`src/rtl/core/sstf_pkg.sv`:
```
// shared constants and types for the shortest-seek-first scheduler
package sstf_pkg;

   // storage sizing
   localparam int MAX_REQUESTS = 16;
   localparam int CYL_BITS     = 16;
   localparam int IDX_BITS     = (MAX_REQUESTS > 1) ? $clog2(MAX_REQUESTS) : 1;
   localparam int CNT_BITS     = $clog2(MAX_REQUESTS + 1);

   // transaction field widths
   localparam int CYL_FIELD_BITS   = 16;
   localparam int IDX_FIELD_BITS   = 4;
   localparam int LIMIT_BITS       = 16;
   localparam int TOTAL_BITS       = 20;
   localparam int REQ_DATA_BITS    = 16;
   localparam int RSP_DATA_BITS    = 56;

   // distance and seek sum widths
   localparam int DIST_BITS = (CYL_BITS > LIMIT_BITS) ? CYL_BITS : LIMIT_BITS;
   localparam int SUM_BITS  = ((DIST_BITS > TOTAL_BITS) ? DIST_BITS : TOTAL_BITS) + 1;

   // picks per run
   localparam int RESULT_CAP = 16;
   localparam int PICK_BITS  = $clog2(RESULT_CAP + 1);

   localparam logic [TOTAL_BITS-1:0] TOTAL_MAX        = '1;
   localparam logic [LIMIT_BITS-1:0] SEEK_LIMIT_RESET = 16'd9999;

   // register map (index taken from paddr[2])
   localparam int  CSR_ADDR_BITS  = 3;
   localparam logic REG_SEEK_LIMIT = 1'b0;

   // request kinds
   localparam logic ACT_LOAD = 1'b0;
   localparam logic ACT_RUN  = 1'b1;

   typedef enum logic [1:0] {
      ST_IDLE,
      ST_SCAN,
      ST_DECIDE
   } state_type;

   // search wavefront passed from cell to cell
   typedef struct packed {
      logic                 valid;
      logic                 found;
      logic [CYL_BITS-1:0]  head;
      logic [DIST_BITS-1:0] best_dist;
      logic [IDX_BITS-1:0]  best_idx;
      logic [CYL_BITS-1:0]  best_cyl;
   } wave_type;

   // broadcast controls from the sequencer to every cell
   typedef struct packed {
      logic                load_en;
      logic                mark_en;
      logic                clear;
      logic [IDX_BITS-1:0] idx;
      logic [CYL_BITS-1:0] cyl;
   } ctl_type;

   // one result transaction
   typedef struct packed {
      logic [TOTAL_BITS-1:0]     total;
      logic [CYL_FIELD_BITS-1:0] move;
      logic [CYL_FIELD_BITS-1:0] cyl;
      logic [IDX_FIELD_BITS-1:0] idx;
      logic                      served;
      logic                      last;
   } rsp_type;

endpackage

```
`src/rtl/core/sstf_cell.sv`:
```
// one request slot: holds a cylinder and its served mark, updates the passing search
module sstf_cell (
   input  logic                          clock,
   input  logic                          reset,
   input  logic [sstf_pkg::IDX_BITS-1:0] cell_idx,
   input  logic [sstf_pkg::CNT_BITS-1:0] count,
   input  sstf_pkg::ctl_type             ctl,
   input  sstf_pkg::wave_type            wave_in,
   output sstf_pkg::wave_type            wave_out
);
   import sstf_pkg::*;

   logic [CYL_BITS-1:0]  cyl_ff;
   logic                 served_ff;
   logic                 served_in;
   wave_type             wave_ff;
   wave_type             wave_in_nxt;
   logic [CYL_BITS-1:0]  span;
   logic                 in_range;
   logic                 hit;
   logic                 sel;

   assign sel      = (ctl.idx == cell_idx);
   assign in_range = (CNT_BITS'(cell_idx) < count);

   // compare this slot against the best so far
   always_comb begin
      span = (wave_in.head > cyl_ff) ? (wave_in.head - cyl_ff) : (cyl_ff - wave_in.head);
      hit  = wave_in.valid && in_range && !served_ff &&
             (DIST_BITS'(span) < wave_in.best_dist);
      wave_in_nxt = wave_in;
      if (hit) begin
         wave_in_nxt.found     = 1'b1;
         wave_in_nxt.best_dist = DIST_BITS'(span);
         wave_in_nxt.best_idx  = cell_idx;
         wave_in_nxt.best_cyl  = cyl_ff;
      end
   end

   // served mark next value
   always_comb begin
      served_in = served_ff;
      if (ctl.clear) begin
         served_in = 1'b0;
      end else if (ctl.load_en && sel) begin
         served_in = 1'b0;
      end else if (ctl.mark_en && sel) begin
         served_in = 1'b1;
      end
   end

   always_ff @(posedge clock) begin
      if (reset) begin
         served_ff     <= 1'b0;
         wave_ff.valid <= 1'b0;
      end else begin
         served_ff     <= served_in;
         wave_ff.valid <= wave_in_nxt.valid;
      end
   end

   // payload registers
   always_ff @(posedge clock) begin
      if (ctl.load_en && sel) begin
         cyl_ff <= ctl.cyl;
      end
      wave_ff.found     <= wave_in_nxt.found;
      wave_ff.head      <= wave_in_nxt.head;
      wave_ff.best_dist <= wave_in_nxt.best_dist;
      wave_ff.best_idx  <= wave_in_nxt.best_idx;
      wave_ff.best_cyl  <= wave_in_nxt.best_cyl;
   end

   assign wave_out = wave_ff;

endmodule

```
`src/rtl/core/shortest_seek_first_scheduler.sv`:
```
// shortest-seek-first scheduler: request cell chain plus run sequencer
//
//   channel   direction   tdata                     tuser     tlast
//   req_      in          cylinder                  action    -
//   rsp_      out         idx,cyl,move,total        served    last
//   csr_      in/out      apb, seek_limit at 0x0    -         -
//
// each search launches a front from a register, sends it down the chain of
// MAX_REQUESTS cells, one cell per cycle, and then decides; a run does one
// search per pick and one more that finds nothing (none after the sixteenth
// pick), and ends with a decide step that sends the last result.
// synchronous reset clears the count, the served marks and seek_limit to 9999.
// a stalled result port holds the sequencer in its decide step; loads and new
// runs are taken only while no run is in progress.
module shortest_seek_first_scheduler (
   input  logic                               clock,
   input  logic                               reset,
   // request stream
   input  logic                               req_tvalid,
   output logic                               req_tready,
   input  logic [sstf_pkg::REQ_DATA_BITS-1:0] req_tdata,   // [15:0] cylinder
   input  logic                               req_tuser,   // [0] action
   // result stream
   output logic                               rsp_tvalid,
   input  logic                               rsp_tready,
   // [3:0] pick_index, [19:4] pick_cylinder, [35:20] move_distance, [55:36] seek_total
   output logic [sstf_pkg::RSP_DATA_BITS-1:0] rsp_tdata,
   output logic                               rsp_tuser,   // [0] served
   output logic                               rsp_tlast,
   // configuration
   input  logic                               csr_psel,
   input  logic                               csr_penable,
   input  logic                               csr_pwrite,
   input  logic [sstf_pkg::CSR_ADDR_BITS-1:0] csr_paddr,
   input  logic [31:0]                        csr_pwdata,
   output logic [31:0]                        csr_prdata,
   output logic                               csr_pready
);
   import sstf_pkg::*;

   state_type             state_ff, state_in;
   logic [CNT_BITS-1:0]   count_ff, count_in;
   logic [LIMIT_BITS-1:0] limit_ff;
   logic [PICK_BITS-1:0]  picks_ff, picks_in;
   logic [TOTAL_BITS-1:0] total_ff, total_in;
   wave_type              launch_ff, launch_in;
   logic                  scan_found_ff, scan_found_in;
   logic [IDX_BITS-1:0]   scan_idx_ff, scan_idx_in;
   logic [CYL_BITS-1:0]   scan_cyl_ff, scan_cyl_in;
   logic [DIST_BITS-1:0]  scan_dist_ff, scan_dist_in;
   logic                  pend_valid_ff, pend_valid_in;
   rsp_type               pend_ff, pend_in;
   logic                  rsp_valid_ff, rsp_valid_in;
   rsp_type               rsp_ff, rsp_in;
   ctl_type               ctl;
   wave_type              chain [MAX_REQUESTS+1];
   logic                  req_accept;
   logic                  out_free;
   logic                  csr_wr;
   logic [CYL_BITS-1:0]   req_cyl;
   logic [SUM_BITS-1:0]   sum;
   logic [TOTAL_BITS-1:0] total_new;

   // cell chain
   assign chain[0] = launch_ff;

   for (genvar i = 0; i < MAX_REQUESTS; i++) begin : g_cell
      sstf_cell u_cell (
         .clock    (clock),
         .reset    (reset),
         .cell_idx (IDX_BITS'(i)),
         .count    (count_ff),
         .ctl      (ctl),
         .wave_in  (chain[i]),
         .wave_out (chain[i+1])
      );
   end

   // configuration port
   assign csr_pready = 1'b1;
   assign csr_wr     = csr_psel && csr_penable && csr_pwrite && csr_pready &&
                       (csr_paddr[2] == REG_SEEK_LIMIT);
   assign csr_prdata = (csr_paddr[2] == REG_SEEK_LIMIT) ? 32'(limit_ff) : 32'd0;

   always_ff @(posedge clock) begin
      if (reset) begin
         limit_ff <= SEEK_LIMIT_RESET;
      end else if (csr_wr) begin
         limit_ff <= csr_pwdata[LIMIT_BITS-1:0];
      end
   end

   // handshakes
   assign req_tready = (state_ff == ST_IDLE);
   assign req_accept = req_tvalid && req_tready;
   assign out_free   = !rsp_valid_ff || rsp_tready;
   assign req_cyl    = CYL_BITS'(req_tdata);

   // saturating seek sum
   always_comb begin
      sum       = SUM_BITS'(total_ff) + SUM_BITS'(scan_dist_ff);
      total_new = (sum > SUM_BITS'(TOTAL_MAX)) ? TOTAL_MAX : sum[TOTAL_BITS-1:0];
   end

   // sequencer: next state and outputs
   always_comb begin
      state_in      = state_ff;
      count_in      = count_ff;
      picks_in      = picks_ff;
      total_in      = total_ff;
      launch_in     = launch_ff;
      launch_in.valid = 1'b0;
      scan_found_in = scan_found_ff;
      scan_idx_in   = scan_idx_ff;
      scan_cyl_in   = scan_cyl_ff;
      scan_dist_in  = scan_dist_ff;
      pend_valid_in = pend_valid_ff;
      pend_in       = pend_ff;
      rsp_valid_in  = rsp_valid_ff && !rsp_tready;
      rsp_in        = rsp_ff;
      ctl           = '0;

      case (state_ff)
         ST_IDLE: begin
            if (req_accept) begin
               if (req_tuser == ACT_LOAD) begin
                  // append a request while there is room
                  if (count_ff < CNT_BITS'(MAX_REQUESTS)) begin
                     ctl.load_en = 1'b1;
                     ctl.idx     = count_ff[IDX_BITS-1:0];
                     ctl.cyl     = req_cyl;
                     count_in    = count_ff + 1'b1;
                  end
               end else begin
                  // start a run from the given head
                  launch_in.valid     = 1'b1;
                  launch_in.found     = 1'b0;
                  launch_in.head      = req_cyl;
                  launch_in.best_dist = DIST_BITS'(limit_ff);
                  total_in            = '0;
                  picks_in            = '0;
                  pend_valid_in       = 1'b0;
                  state_in            = ST_SCAN;
               end
            end
         end

         ST_SCAN: begin
            // capture the front as it leaves the last cell
            if (chain[MAX_REQUESTS].valid) begin
               scan_found_in = chain[MAX_REQUESTS].found;
               scan_idx_in   = chain[MAX_REQUESTS].best_idx;
               scan_cyl_in   = chain[MAX_REQUESTS].best_cyl;
               scan_dist_in  = chain[MAX_REQUESTS].best_dist;
               state_in      = ST_DECIDE;
            end
         end

         ST_DECIDE: begin
            if (out_free) begin
               if (scan_found_ff) begin
                  // release the held pick, hold the new one until the next search
                  if (pend_valid_ff) begin
                     rsp_valid_in = 1'b1;
                     rsp_in       = pend_ff;
                     rsp_in.last  = 1'b0;
                  end
                  pend_valid_in  = 1'b1;
                  pend_in.idx    = IDX_FIELD_BITS'(scan_idx_ff);
                  pend_in.cyl    = CYL_FIELD_BITS'(scan_cyl_ff);
                  pend_in.move   = CYL_FIELD_BITS'(scan_dist_ff);
                  pend_in.total  = total_new;
                  pend_in.served = 1'b1;
                  pend_in.last   = 1'b0;
                  total_in       = total_new;
                  picks_in       = picks_ff + 1'b1;
                  ctl.mark_en    = 1'b1;
                  ctl.idx        = scan_idx_ff;
                  if (picks_ff == PICK_BITS'(RESULT_CAP - 1)) begin
                     // pick cap reached: finish on the next decide
                     scan_found_in = 1'b0;
                  end else begin
                     launch_in.valid     = 1'b1;
                     launch_in.found     = 1'b0;
                     launch_in.head      = scan_cyl_ff;
                     launch_in.best_dist = DIST_BITS'(limit_ff);
                     state_in            = ST_SCAN;
                  end
               end else begin
                  // end of run: final pick or an empty result
                  rsp_valid_in = 1'b1;
                  if (pend_valid_ff) begin
                     rsp_in      = pend_ff;
                     rsp_in.last = 1'b1;
                  end else begin
                     rsp_in      = '0;
                     rsp_in.last = 1'b1;
                  end
                  pend_valid_in = 1'b0;
                  ctl.clear     = 1'b1;
                  count_in      = '0;
                  state_in      = ST_IDLE;
               end
            end
         end

         default: begin
            state_in = ST_IDLE;
         end
      endcase
   end

   // state register and control state
   always_ff @(posedge clock) begin
      if (reset) begin
         state_ff        <= ST_IDLE;
         count_ff        <= '0;
         launch_ff.valid <= 1'b0;
         pend_valid_ff   <= 1'b0;
         rsp_valid_ff    <= 1'b0;
      end else begin
         state_ff        <= state_in;
         count_ff        <= count_in;
         launch_ff.valid <= launch_in.valid;
         pend_valid_ff   <= pend_valid_in;
         rsp_valid_ff    <= rsp_valid_in;
      end
   end

   // payload registers
   always_ff @(posedge clock) begin
      picks_ff            <= picks_in;
      total_ff            <= total_in;
      launch_ff.found     <= launch_in.found;
      launch_ff.head      <= launch_in.head;
      launch_ff.best_dist <= launch_in.best_dist;
      launch_ff.best_idx  <= launch_in.best_idx;
      launch_ff.best_cyl  <= launch_in.best_cyl;
      scan_found_ff       <= scan_found_in;
      scan_idx_ff         <= scan_idx_in;
      scan_cyl_ff         <= scan_cyl_in;
      scan_dist_ff        <= scan_dist_in;
      pend_ff             <= pend_in;
      rsp_ff              <= rsp_in;
   end

   // result port
   assign rsp_tvalid = rsp_valid_ff;
   assign rsp_tdata  = {rsp_ff.total, rsp_ff.move, rsp_ff.cyl, rsp_ff.idx};
   assign rsp_tuser  = rsp_ff.served;
   assign rsp_tlast  = rsp_ff.last;

endmodule
```
`config.mk`:
```
export PLATFORM = sky130hd
export DESIGN_NAME = shortest_seek_first_scheduler
export DESIGN_NICKNAME = d
export VERILOG_FILES = /design/src/rtl/core/sstf_pkg.sv /design/src/rtl/core/sstf_cell.sv /design/src/rtl/core/shortest_seek_first_scheduler.sv
export SDC_FILE = /design/constraint.sdc
export NUM_CORES = 2
export LEC_CHECK = 0
export ABC_CLOCK_PERIOD_IN_PS = 5200
export BUFFER_PORTS_ARGS = -buffer_cell sky130_fd_sc_hd__buf_4
export CELL_PAD_IN_SITES_DETAIL_PLACEMENT = 1
export CELL_PAD_IN_SITES_GLOBAL_PLACEMENT = 2
export CORE_MARGIN = 3
export CORE_UTILIZATION = 38
export DETAILED_ROUTE_END_ITERATION = 6
export PLACE_DENSITY_LB_ADDON = 0.15
export SLEW_MARGIN = 20
export SYNTH_ARGS = -nofsm -noshare
export SYNTH_HDL_FRONTEND = slang
export SYNTH_SLANG_ARGS = --single-unit
export TNS_END_PERCENT = 100
```
`constraint.sdc`:
```
create_clock -name clock -period 5.2 [get_ports clock]
set_clock_uncertainty 0.15 [all_clocks]
set_input_delay 1.04 -clock clock [delete_from_list [all_inputs] [get_ports clock]]
set_output_delay 1.04 -clock clock [all_outputs]
set_load 0.05 [all_outputs]
```
==> flow_summary.ini <==
[status]
status = finished, final reports clean

[setup_path]
cp_max_fo = 7
critPathBufInv = 6
path_cells = inv_1 > ha_2 > inv_2 > fa_2 > a211oi_2 > buf_4 > o211ai_1 > nand3b_1 > a21o_1 > mux2_4 > a31o_4 > o31ai_4 > nor2_2 > ha_1 > a21o_1 > a21o_1 > a221oi_2 > buf_4 > o211ai_1 > inv_2 > buf_12 > mux2_4
crit_family = compound AO/OA/AOI/OAI gates
slowest_delay_ns = 0.45
path_common_cell = a21o_1
worstSetupEndpointType = flop
critical_path_class = reg -> reg
r2r_slack_ns = 0.13
required_ns = 5.72
cp.arrival_ns = 5.59
startpoint_type = flop
cp_slowest_cell = edfxtp_1

[global_route]
grt_use_met1_pct = 34.54
grt_overflow_total = 0
grt_pass1_wl_um = 369900
use_met2_pct = 40.70
grt_pass1_vias = 58127
grt_max_degree = 58
grt_use_total_pct = 24.55
grt_use_met3_pct = 2.561
antenna_found_initial = 14
gr-max-usage-layer = met2

[sta]
rsz0062_at_grt = yes
setup_violations = 0
final_hold_viol_count = 0
period_minus_slack_ns = 5.073
tns_ns = 0
relSlewSlack_pct = 33.81
timing.fmax_mhz = 197.1
fin_crit_sh_pct = 97.56
final-max-slew-violation-count = 0
tightestPinTransition_ns = 0.9928

[floorplanning]
core_um2 = 190200
die_area_um2 = 196800
chipWidth_um = 443.7
die_h_um = 443.7
rows = 160
ios = 152
initial_utilization_pct = 38.28

[layout]
drive_gt1_share_pct = 18.03
syn2layout_area_growth_pct = 19.16
postLayoutCellArea_um2 = 86740
utilization_pct = 45.61
final_common_cell = inv_1
regArea_um2 = 31460
mostFrequentLayoutCells = 898 x inv_1, 869 x dfxtp_1, 739 x ha_1
nNetsFinal = 8857
layout.cells.non_filler = 10657
multiInputGateArea_um2 = 37680
fillers = 21215

[clocking]
cts_tree = yes
clockBufferDepth = 3
clkLatencyLatePin_ns = 0.80
cts.sink_count = 1339
clkTransAtPathRegs_ns = 0.06
htree_levels = 4
cts-root-buf = clkbuf_16
numCtsBuffers = 155
cts_hold_buf = 0

[place]
port_buffers = 116
dp_hpwl_um = 195000
gp_congestion = 0.8874
placed_area_um2 = 79930
dp.cells = 10304

[drt]
ant_nets = 0
remaining_drc_errors = 0
drt-initial-drc-count = 3895
firstDrtPassIters = 6
vias = 56135
vias_per_cell = 5.267
finalWirelength_um = 249000
wl_per_cell_um = 23.36

[logic_synthesis]
synth_ff_type = dfxtp_1
yosysUniqueCellTypes = 101
synth_seq_area_share_pct = 43.21
ys.warnings.count = 0
async_reset_ff_share_pct = 0
netlist_area_um2 = 72790
synth-seq-cells = 1339
synth_enable_flop_cells = 464
synthCells = 7458
syn_avg_cell_area_um2 = 9.760

[power]
power_switching_mw = 6.095
p_sw_share_pct = 24.49
total_power_mw = 24.89
p_leak_nw = 38.61
clkPwrFrac_pct = 45.7
ir_drop_v = 0.0002955
power_density_nw_per_um2 = 287.0
seqPwrFrac_pct = 45.0
internal_power_mw = 18.80
pwr-share-comb_pct = 9.3

[flow_run]
maxCapViolCount = 0

[worst_hold_path]
hp-class = reg -> reg
[layout make-up]
class,instances,share of cell area (%)
clock inverters,81,1.134
diodes,6,0.01731
repair buffers,682,6.633
well taps,2511,3.622
inverters,903,3.908
multi-input cells,4929,43.44
clock buffers,206,4.977
flip-flops and latches,1339,36.27
[cell families after synthesis]
| logic type | count (synthesis) | share of synthesized area [%] |
|---|---|---|
| AO/OA/AOI/OAI | 1812 | 15.86 |
| AND/OR/NAND/NOR | 1644 | 11.28 |
| flip-flops | 1339 | 43.21 |
| buffers and inverters | 1207 | 6.442 |
| adder cells (fa/ha/maj) | 788 | 13.88 |
| multiplexers | 440 | 6.594 |
| XOR/XNOR | 226 | 2.719 |
| other | 2 | 0.01032 |
[metrics by stage]
step	hold slack, ns	setup slack (ns)
finish	0.2068	0.1271
detailed placement	0.2033	-0.2381
CTS	0.2111	0.01052
floorplan	0.1868	0.2477
global route	0.2169	-0.1055
global placement	0.1989	-0.1434
[metal layers]
layer  share of wire (%)  wire length (um)
met5                   0                 0
met4                 1.9              4846
met3                 3.6              8875
met2                  47            116600
met1                  48            118700
[synthesized netlist by cell type (all sizes together), types with 59 or more instances]
cell	count	area share [%]
xor2	90	1.1
nor2	338	1.7
mux2	313	4.8
nor2b	172	1.5
nand2b	73	0.63
a21oi	518	3.6
nand3	105	0.72
dfxtp	875	24
o211ai	73	0.75
mux2i	127	1.8
o21a	59	0.61
a21o	245	2.5
nand2	475	2.5
and2	70	0.60
o21ai	438	3.0
buf	80	0.63
nor3	104	0.72
ha	755	13
xnor2	136	1.6
edfxtp	464	19
nand4	84	0.74
inv	902	4.7
clkbuf	224	1.2
a211oi	64	0.68
[what timing repair did]
item,4_1_cts,5_1_grt
setup endpoints to repair,111,476
cloned,0,9
pin swaps,2,62
buffers inserted,7,45
gates resized for setup,17,213
[final timing paths]
kind | startpoint | to | depth (start not counted)
worst max-delay path | chain[900]$_DFFE_PP_ | g_cell[0].u_cell.wave_out[25]$_DFF_P_ | 22
worst min-delay path | g_cell[8].u_cell.wave_out[51]$_DFF_P_ | g_cell[9].u_cell.wave_out[51]$_DFF_P_ | 0
worst max register to register | chain[900]$_DFFE_PP_ | g_cell[0].u_cell.wave_out[25]$_DFF_P_ | 22
worst min register to register | g_cell[8].u_cell.wave_out[51]$_DFF_P_ | g_cell[9].u_cell.wave_out[51]$_DFF_P_ | 0
[flip-flops by register name (all words and copies together) (netlist names), 5 cells and up]
| register | cells |
|---|---|
| rsp_tdata | 56 |
| scan_cyl_ff | 16 |
| g_cell.u_cell.served_ff | 16 |
| total_ff | 20 |
| g_cell.u_cell.wave_out | 833 |
| limit_ff | 16 |
| chain | 33 |
| scan_dist_ff | 16 |
| pend_ff | 56 |
| count_ff | 5 |
| picks_ff | 5 |
| g_cell.u_cell.cyl_ff | 256 |
[worst register-to-register path, cell delays in order (launching register included)]
cell and delay, ns:
edfxtp_1 0.45, inv_1 0.10, ha_2 0.18, inv_2 0.04
fa_2 0.36, a211oi_2 0.27, buf_4 0.16, o211ai_1 0.10
nand3b_1 0.20, a21o_1 0.22, mux2_4 0.32, a31o_4 0.23
o31ai_4 0.26, nor2_2 0.06, ha_1 0.33, a21o_1 0.18
a21o_1 0.19, a221oi_2 0.21, buf_4 0.15, o211ai_1 0.11
inv_2 0.21, buf_12 0.17, mux2_4 0.32
[power by group through the flow]
stage	clock (mW)	combinational (mW)	sequential, mW
2_1_floorplan	0	1.39	11.3
3_3_place_gp	0	2.13	11.4
3_5_place_dp	0	2.18	11.4
4_1_cts	11.7	2.21	11.2
5_1_grt	12.1	2.55	11.2
6_report	11.4	2.30	11.2
Power figures use the tool's default switching activity.
